==> config.mk <==
export PLATFORM = sky130hd
export DESIGN_NAME = serial_loaded_prg_bank_mapper
export DESIGN_NICKNAME = d
export VERILOG_FILES = /design/src/rtl/core/slpbm_pkg.sv /design/src/rtl/core/serial_loaded_prg_bank_mapper.sv /design/src/rtl/core/slpbm_regs.sv
export SDC_FILE = /design/constraint.sdc
export NUM_CORES = 1
export LEC_CHECK = 0
export BUFFER_PORTS_ARGS = -buffer_cell sky130_fd_sc_hd__buf_2
export CORE_MARGIN = 2
export CORE_UTILIZATION = 40
export CTS_CLUSTER_SIZE = 20
export DETAILED_ROUTE_END_ITERATION = 10
export GPL_ROUTABILITY_DRIVEN = 1
export PLACE_DENSITY = 0.69
export SLEW_MARGIN = 20
export SYNTH_ARGS = -nofsm -noshare
export SYNTH_HDL_FRONTEND = slang
export SYNTH_SLANG_ARGS = --single-unit
==> constraint.sdc <==
create_clock -name i_clk -period 2.6 [get_ports i_clk]
set_input_delay 0.13 -clock i_clk [delete_from_list [all_inputs] [get_ports i_clk]]
set_output_delay 0.13 -clock i_clk [all_outputs]
set_load 0.01 [all_outputs]
==> src/rtl/core/slpbm_pkg.sv <==
// Shared types and constants for the serial-loaded program bank mapper.
package slpbm_pkg;

    // One CPU bus access.
    typedef struct packed {
        logic        op;
        logic [15:0] addr;
        logic [7:0]  data;
    } t_in_item;

    // One mapped access.
    typedef struct packed {
        logic [1:0]  target;
        logic [18:0] mem_addr;
        logic [7:0]  write_data;
        logic [1:0]  mirroring;
    } t_out_item;

    typedef enum logic {
        OP_READ  = 1'b0,
        OP_WRITE = 1'b1
    } t_op;

    typedef enum logic [1:0] {
        TGT_NONE      = 2'd0,
        TGT_RAM_READ  = 2'd1,
        TGT_RAM_WRITE = 2'd2,
        TGT_ROM_READ  = 2'd3
    } t_target;

    // Configuration register indexes.
    typedef enum logic [1:0] {
        CFG_ROM_BANK_COUNT = 2'd0,
        CFG_RAM_PRESENT    = 2'd1,
        CFG_SPARE2         = 2'd2,
        CFG_SPARE3         = 2'd3
    } t_cfg_index;

    // Register chosen by address bits 14:13 on the fifth loader write.
    typedef enum logic [1:0] {
        SEL_CONTROL = 2'd0,
        SEL_CHR0    = 2'd1,
        SEL_CHR1    = 2'd2,
        SEL_PRG     = 2'd3
    } t_reg_sel;

    // PRG bank mode, control bits 3:2.
    typedef enum logic [1:0] {
        MODE_32K_A    = 2'd0,
        MODE_32K_B    = 2'd1,
        MODE_FIX_LOW  = 2'd2,
        MODE_FIX_HIGH = 2'd3
    } t_prg_mode;

    localparam logic [4:0] LOADER_MARK    = 5'h10;
    localparam logic [4:0] FIX_HIGH_BITS  = 5'h0C;
    localparam logic [5:0] RESET_BANK_CNT = 6'd16;
    localparam logic [5:0] SMALL_BANK_CNT = 6'd16;

    // Bank windows as seen by reads, plus mirroring after the current access.
    typedef struct packed {
        logic [4:0] low_bank;
        logic [4:0] high_bank;
        logic [1:0] mirror_next;
    } t_bank_view;

endpackage

==> src/rtl/core/serial_loaded_prg_bank_mapper.sv <==
// Top level: CPU bus access decode, program bank mapping and result register.
//
//  channel  | valid       | ready       | payload
//  ---------+-------------+-------------+-----------------------------
//  input    | i_in_valid  | o_in_ready  | i_in  (op, addr, data)
//  result   | o_out_valid | i_out_ready | o_out (target, mem_addr, ...)
//  config   | i_cfg_valid | o_cfg_ready | i_cfg_index, i_cfg_data
//
// One access per cycle while the result is not stalled; the result shows in the cycle after
// its transfer, set by the single decode and bank mux stage in front of the result register.
// Reset (synchronous, active low) loads the loader marker, fix-high mode,
// 16 banks and work RAM present, and empties the result register.
// A stalled result blocks input only while it is held; config is always taken.
module serial_loaded_prg_bank_mapper (
    input  logic                 i_clk,
    input  logic                 i_rst_n,
    input  logic                 i_in_valid,
    output logic                 o_in_ready,
    input  slpbm_pkg::t_in_item  i_in,
    output logic                 o_out_valid,
    input  logic                 i_out_ready,
    output slpbm_pkg::t_out_item o_out,
    input  logic                 i_cfg_valid,
    output logic                 o_cfg_ready,
    input  logic [1:0]           i_cfg_index,
    input  logic [5:0]           i_cfg_data
);
    import slpbm_pkg::*;

    logic       in_xfer;
    logic       cfg_xfer;
    logic       is_ram;
    logic       is_rom;
    logic       reg_load;
    logic [4:0] rd_bank;
    t_bank_view view;
    t_out_item  n_out;
    t_out_item  r_out;
    logic       r_out_valid;
    logic       r_ram_present;

    assign o_cfg_ready = 1'b1;
    assign o_in_ready  = !r_out_valid || i_out_ready;
    assign in_xfer     = i_in_valid && o_in_ready;
    assign cfg_xfer    = i_cfg_valid && o_cfg_ready;

    assign is_rom   = i_in.addr[15];
    assign is_ram   = (i_in.addr[15:13] == 3'b011);
    assign reg_load = in_xfer && is_rom && (t_op'(i_in.op) == OP_WRITE);

    slpbm_regs u_regs (
        .i_clk      (i_clk),
        .i_rst_n    (i_rst_n),
        .i_load     (reg_load),
        .i_reg_sel  (i_in.addr[14:13]),
        .i_data     (i_in.data),
        .i_count_we (cfg_xfer && t_cfg_index'(i_cfg_index) == CFG_ROM_BANK_COUNT),
        .i_count    (i_cfg_data),
        .o_view     (view)
    );

    // 0x8000-0xBFFF reads the low window, 0xC000 and up the high window.
    assign rd_bank = i_in.addr[14] ? view.high_bank : view.low_bank;

    always_comb begin
        n_out            = '0;
        n_out.mirroring  = view.mirror_next;
        if (is_ram && r_ram_present) begin
            n_out.mem_addr = {6'd0, i_in.addr[12:0]};
            if (t_op'(i_in.op) == OP_WRITE) begin
                n_out.target     = TGT_RAM_WRITE;
                n_out.write_data = i_in.data;
            end else begin
                n_out.target = TGT_RAM_READ;
            end
        end else if (is_rom && t_op'(i_in.op) == OP_READ) begin
            n_out.target   = TGT_ROM_READ;
            n_out.mem_addr = {rd_bank, i_in.addr[13:0]};
        end
    end

    always_ff @(posedge i_clk) begin
        if (!i_rst_n) begin
            r_out_valid   <= 1'b0;
            r_ram_present <= 1'b1;
        end else begin
            if (in_xfer) begin
                r_out_valid <= 1'b1;
            end else if (i_out_ready) begin
                r_out_valid <= 1'b0;
            end
            if (cfg_xfer && t_cfg_index'(i_cfg_index) == CFG_RAM_PRESENT) begin
                r_ram_present <= i_cfg_data[0];
            end
        end
    end

    always_ff @(posedge i_clk) begin
        if (in_xfer) begin
            r_out <= n_out;
        end
    end

    assign o_out_valid = r_out_valid;
    assign o_out       = r_out;

`ifndef SYNTHESIS
    a_reset_empty: assert property (@(posedge i_clk)
        !i_rst_n |=> !o_out_valid)
        else $error("result register not empty after reset");

    a_stall_blocks: assert property (@(posedge i_clk) disable iff (!i_rst_n)
        (o_out_valid && !i_out_ready) |-> !o_in_ready)
        else $error("input taken while result is stalled");

    a_wdata_zero: assert property (@(posedge i_clk) disable iff (!i_rst_n)
        (o_out_valid && o_out.target != TGT_RAM_WRITE) |-> (o_out.write_data == 8'd0))
        else $error("write data set on non-write result");

    a_unmapped_addr: assert property (@(posedge i_clk) disable iff (!i_rst_n)
        (o_out_valid && o_out.target == TGT_NONE) |-> (o_out.mem_addr == 19'd0))
        else $error("address set on unmapped result");
`endif

endmodule

==> src/rtl/core/slpbm_regs.sv <==
// Serial loader, mapper registers and bank window selection.
module slpbm_regs (
    input  logic                   i_clk,
    input  logic                   i_rst_n,
    input  logic                   i_load,
    input  logic [1:0]             i_reg_sel,
    input  logic [7:0]             i_data,
    input  logic                   i_count_we,
    input  logic [5:0]             i_count,
    output slpbm_pkg::t_bank_view  o_view
);
    import slpbm_pkg::*;

    logic [4:0] r_shift, n_shift;
    logic [4:0] r_control, n_control;
    logic [4:0] r_chr0, n_chr0;
    logic [4:0] r_chr1, n_chr1;
    logic [4:0] r_prg, n_prg;
    logic [5:0] r_count, n_count;

    logic [4:0] word;
    logic [4:0] sel;
    logic [4:0] last;

    assign word = {i_data[0], r_shift[4:1]};

    always_comb begin
        n_shift   = r_shift;
        n_control = r_control;
        n_chr0    = r_chr0;
        n_chr1    = r_chr1;
        n_prg     = r_prg;
        n_count   = i_count_we ? i_count : r_count;
        if (i_load) begin
            priority if (i_data[7]) begin
                // loader reset: drop partial word, force fix-high mode
                n_shift   = LOADER_MARK;
                n_control = r_control | FIX_HIGH_BITS;
            end else if (!r_shift[0]) begin
                n_shift = word;
            end else begin
                n_shift = LOADER_MARK;
                unique case (t_reg_sel'(i_reg_sel))
                    SEL_CONTROL: n_control = word;
                    SEL_CHR0:    n_chr0    = word;
                    SEL_CHR1:    n_chr1    = word;
                    SEL_PRG:     n_prg     = word;
                    default:     n_prg     = word;
                endcase
            end
        end
    end

    always_ff @(posedge i_clk) begin
        if (!i_rst_n) begin
            r_shift   <= LOADER_MARK;
            r_control <= FIX_HIGH_BITS;
            r_chr0    <= '0;
            r_chr1    <= '0;
            r_prg     <= '0;
            r_count   <= RESET_BANK_CNT;
        end else begin
            r_shift   <= n_shift;
            r_control <= n_control;
            r_chr0    <= n_chr0;
            r_chr1    <= n_chr1;
            r_prg     <= n_prg;
            r_count   <= n_count;
        end
    end

    // Windows follow the current registers; CHR1 is kept but unused here.
    assign sel  = {(r_count > SMALL_BANK_CNT) & r_chr0[4], r_prg[3:0]};
    assign last = 5'(r_count - 6'd1);

    always_comb begin
        o_view.mirror_next = n_control[1:0];
        unique case (t_prg_mode'(r_control[3:2]))
            MODE_32K_A, MODE_32K_B: begin
                o_view.low_bank  = {sel[4:1], 1'b0};
                o_view.high_bank = {sel[4:1], 1'b1};
            end
            MODE_FIX_LOW: begin
                o_view.low_bank  = '0;
                o_view.high_bank = sel;
            end
            MODE_FIX_HIGH: begin
                o_view.low_bank  = sel;
                o_view.high_bank = last;
            end
            default: begin
                o_view.low_bank  = sel;
                o_view.high_bank = last;
            end
        endcase
    end

    logic unused_chr1;
    assign unused_chr1 = ^r_chr1;

endmodule
==> metrics <==
Synth Net Count=239; post-CTS sizing=0; Root Driver=clkbuf_8; sequential cell area fraction in the yosys report=0.599; Post-synth ARST share=0; DRT iter0 DRCs=68; Vias/cell=4.80; fin util=0.511; Synth cell types=41; Slew headroom=0.581; Crit Path Max Fanout=3; Max Slew Vio Count=0; core box area=5510 sq um; TritonCTS clock tree=built; DR pass1 iterations=4; crit path capture type=flop; # rows=27; pre-CTS setup slack=1.11 ns; Static Leak=between 0.001 and 0.0015 uW; nets@finish=310; Post-synth top flop=edfxtp_1; layout cells sized above 1=0.322; ANT nets after route=0; Starting Density=0.416; Slew @ Worst Pin=0.626 ns; setup TNS=0 ns; worst clock skew=0.00381 ns; GRT Util Overall=0.140; crit path time final=1.52 ns; vias in the first global route=approximately 1500; CP startpoint kind=flop; CP required=2.75 ns; endpoints failing setup=0; top cells by count, synth=31 x edfxtp_1, 24 x and2_1, 22 x dfxtp_1, 22 x nand2_1, 10 x nor2_1; RePlAce Congestion=0.783; leading post-synthesis cells by cell area=edfxtp_1 41%, dfxtp_1 19%, and2_1 6.6%, mux2i_1 3.9%, nand2_1 3.6%; Yosys top cell area share=0.406; H-tree depth reported by CTS=2; # clock sinks=53; largest net degree at the start of global routing=32; RSZ-0062 raised after global routing=false; Hold Fails Final Rpt=0; Skew-Pair Late Insertion Delay=0.29 ns; most numerous cell in the Yosys netlist=edfxtp_1; Tot Pwr=1620 uW; Pwr per Cell Area=578 nW/um^2; IO Port Bufs=70; Die Wd=79.7 um; residual DRC count=0; Yosys top cell by area=edfxtp_1; via count=around 1600; CTS clock-pin slew for the worst setup and hold paths=~0.090 ns; Total Wirelength=4220 um; critical path arrival=1.67 ns; n_diodes=0; Boundary Pins=72; #FFs+latches synth=53; cts-stage hold buffer count=0; Worst Slack Setup Final=1.08 ns; Post-CTS Setup Repair Bufs=0; drt wl/cell=12.3 um; Setup CP Type=reg -> reg; synthesized area=2290 sq um; hpwl dp=3160 um; R2R setup slack=1.08 ns; Synth-to-Final Area Change=22.7%; total grt overflow=0; Die Y=about 80 um; yosys warns=0; syn avg cell area=approximately 12 sq um; fmax=659 MHz; EDFF count, synth=31; total CTS buffers=5; number of antenna violations at the first check in global routing=0; clock buffer depth=2; synthesized netlist cell count=199; outcome=complete, no violations; Hold Crit Class=in -> reg; Period Utilization, post-route=0.584; die area=6350 sq um; global-route wire length before repair=6790 um; total of max-cap violations=0; Max rail drop VDD=about 0.00027 V
[metrics by stage]
step	cells	hold slack (ns)	instance area (sq um)
global route	342	0.0379	2810
finish	342	0.0480	2810
floorplan	199	0.231	2290
detailed placement	335	0.357	2710
global placement	335	0.349	2710
CTS	342	0.0401	2810
[power breakdown]
| part | switching [uW] | internal, uW | total, uW |
|---|---|---|---|
| logic | 90.7 | 72.0 | 163 |
| registers | 11.0 | 926 | 937 |
| clock network | 245 | 279 | 524 |
[cell usage in the layout (no fill, tap or decap), types with 2 or more instances in the layout]
cell type,count
dfxtp_1,22
and2_4,2
nand2_1,22
and2_1,24
nor2b_1,6
mux2i_1,9
nor2_1,10
nor3b_2,2
edfxtp_1,31
a31oi_1,2
a21boi_0,6
buf_2,70
nor3_1,2
xnor2_1,2
a22oi_1,3
nand3_1,5
ha_1,2
nand3b_1,2
clkbuf_8,5
a21oi_1,5
inv_1,8
mux2_4,2
nand2b_1,2
o22ai_1,4
o21ai_0,4
[worst max-delay path, stage by stage, from the launching register on]
cell     delay [ns]
dfxtp_1        0.36
inv_1          0.08
ha_1           0.22
nor3b_1        0.15
xnor2_1        0.13
or3_1          0.30
a21oi_1        0.14
[state kept, by name, indices dropped and copies added, names as in the netlist]
register	flops
u_regs.r_prg	4
o_out	31
u_regs.r_shift	5
u_regs.r_control	4
u_regs.r_chr0	1
r_ram_present	1
o_out_valid	1
u_regs.r_count	6
[metal layers]
layer | global-route usage | routed length (um) | up-vias | part of all wire
met5 | 0 | 0 | - | 0
met2 | 0.234 | 2000 | 57 | 0.47
met4 | 0.0517 | 32 | 0 | 0.0076
met3 | 0.0419 | 314 | 2 | 0.074
met1 | 0.170 | 1870 | 743 | 0.44
li1 | - | - | 839 | -
[cell families (layout without fill, tap and decap cells)]
family | after synthesis | count (layout) | share of synthesized area
XOR/XNOR | 3 | 3 | 0.0115
adder cells (fa/ha/maj) | 2 | 2 | 0.0109
multiplexers | 11 | 11 | 0.0524
AO/OA/AOI/OAI | 28 | 28 | 0.0819
buffers and inverters | 15 | 86 | 0.0268
other | 1 | 1 | 0.00164
flip-flops | 53 | 53 | 0.599
AND/OR/NAND/NOR | 86 | 86 | 0.216
[path summary, 6_finish.rpt]
kind	from	end	cells past startpoint
min reg2reg	u_regs.r_prg[0]	u_regs.r_prg[0]	2
min	i_cfg_data[4]	u_regs.r_count[4]	3
max reg2reg	u_regs.r_count[0]	o_out[28]	6
max	u_regs.r_count[0]	o_out[28]	6
[area by class of cell]
| cell class | instances | area [sq um] |
|---|---|---|
| clock buffers | 5 | 68.8 |
| flip-flops and latches | 53 | 1370 |
| inverters | 8 | 30.0 |
| fillers | 502 | 2700 |
| clock inverters | 2 | 35.0 |
| multi-input cells | 131 | 858 |
| repair buffers | 71 | 358 |
| well taps | 72 | 90.1 |
Note: power is estimated with default switching activity, not from simulation.
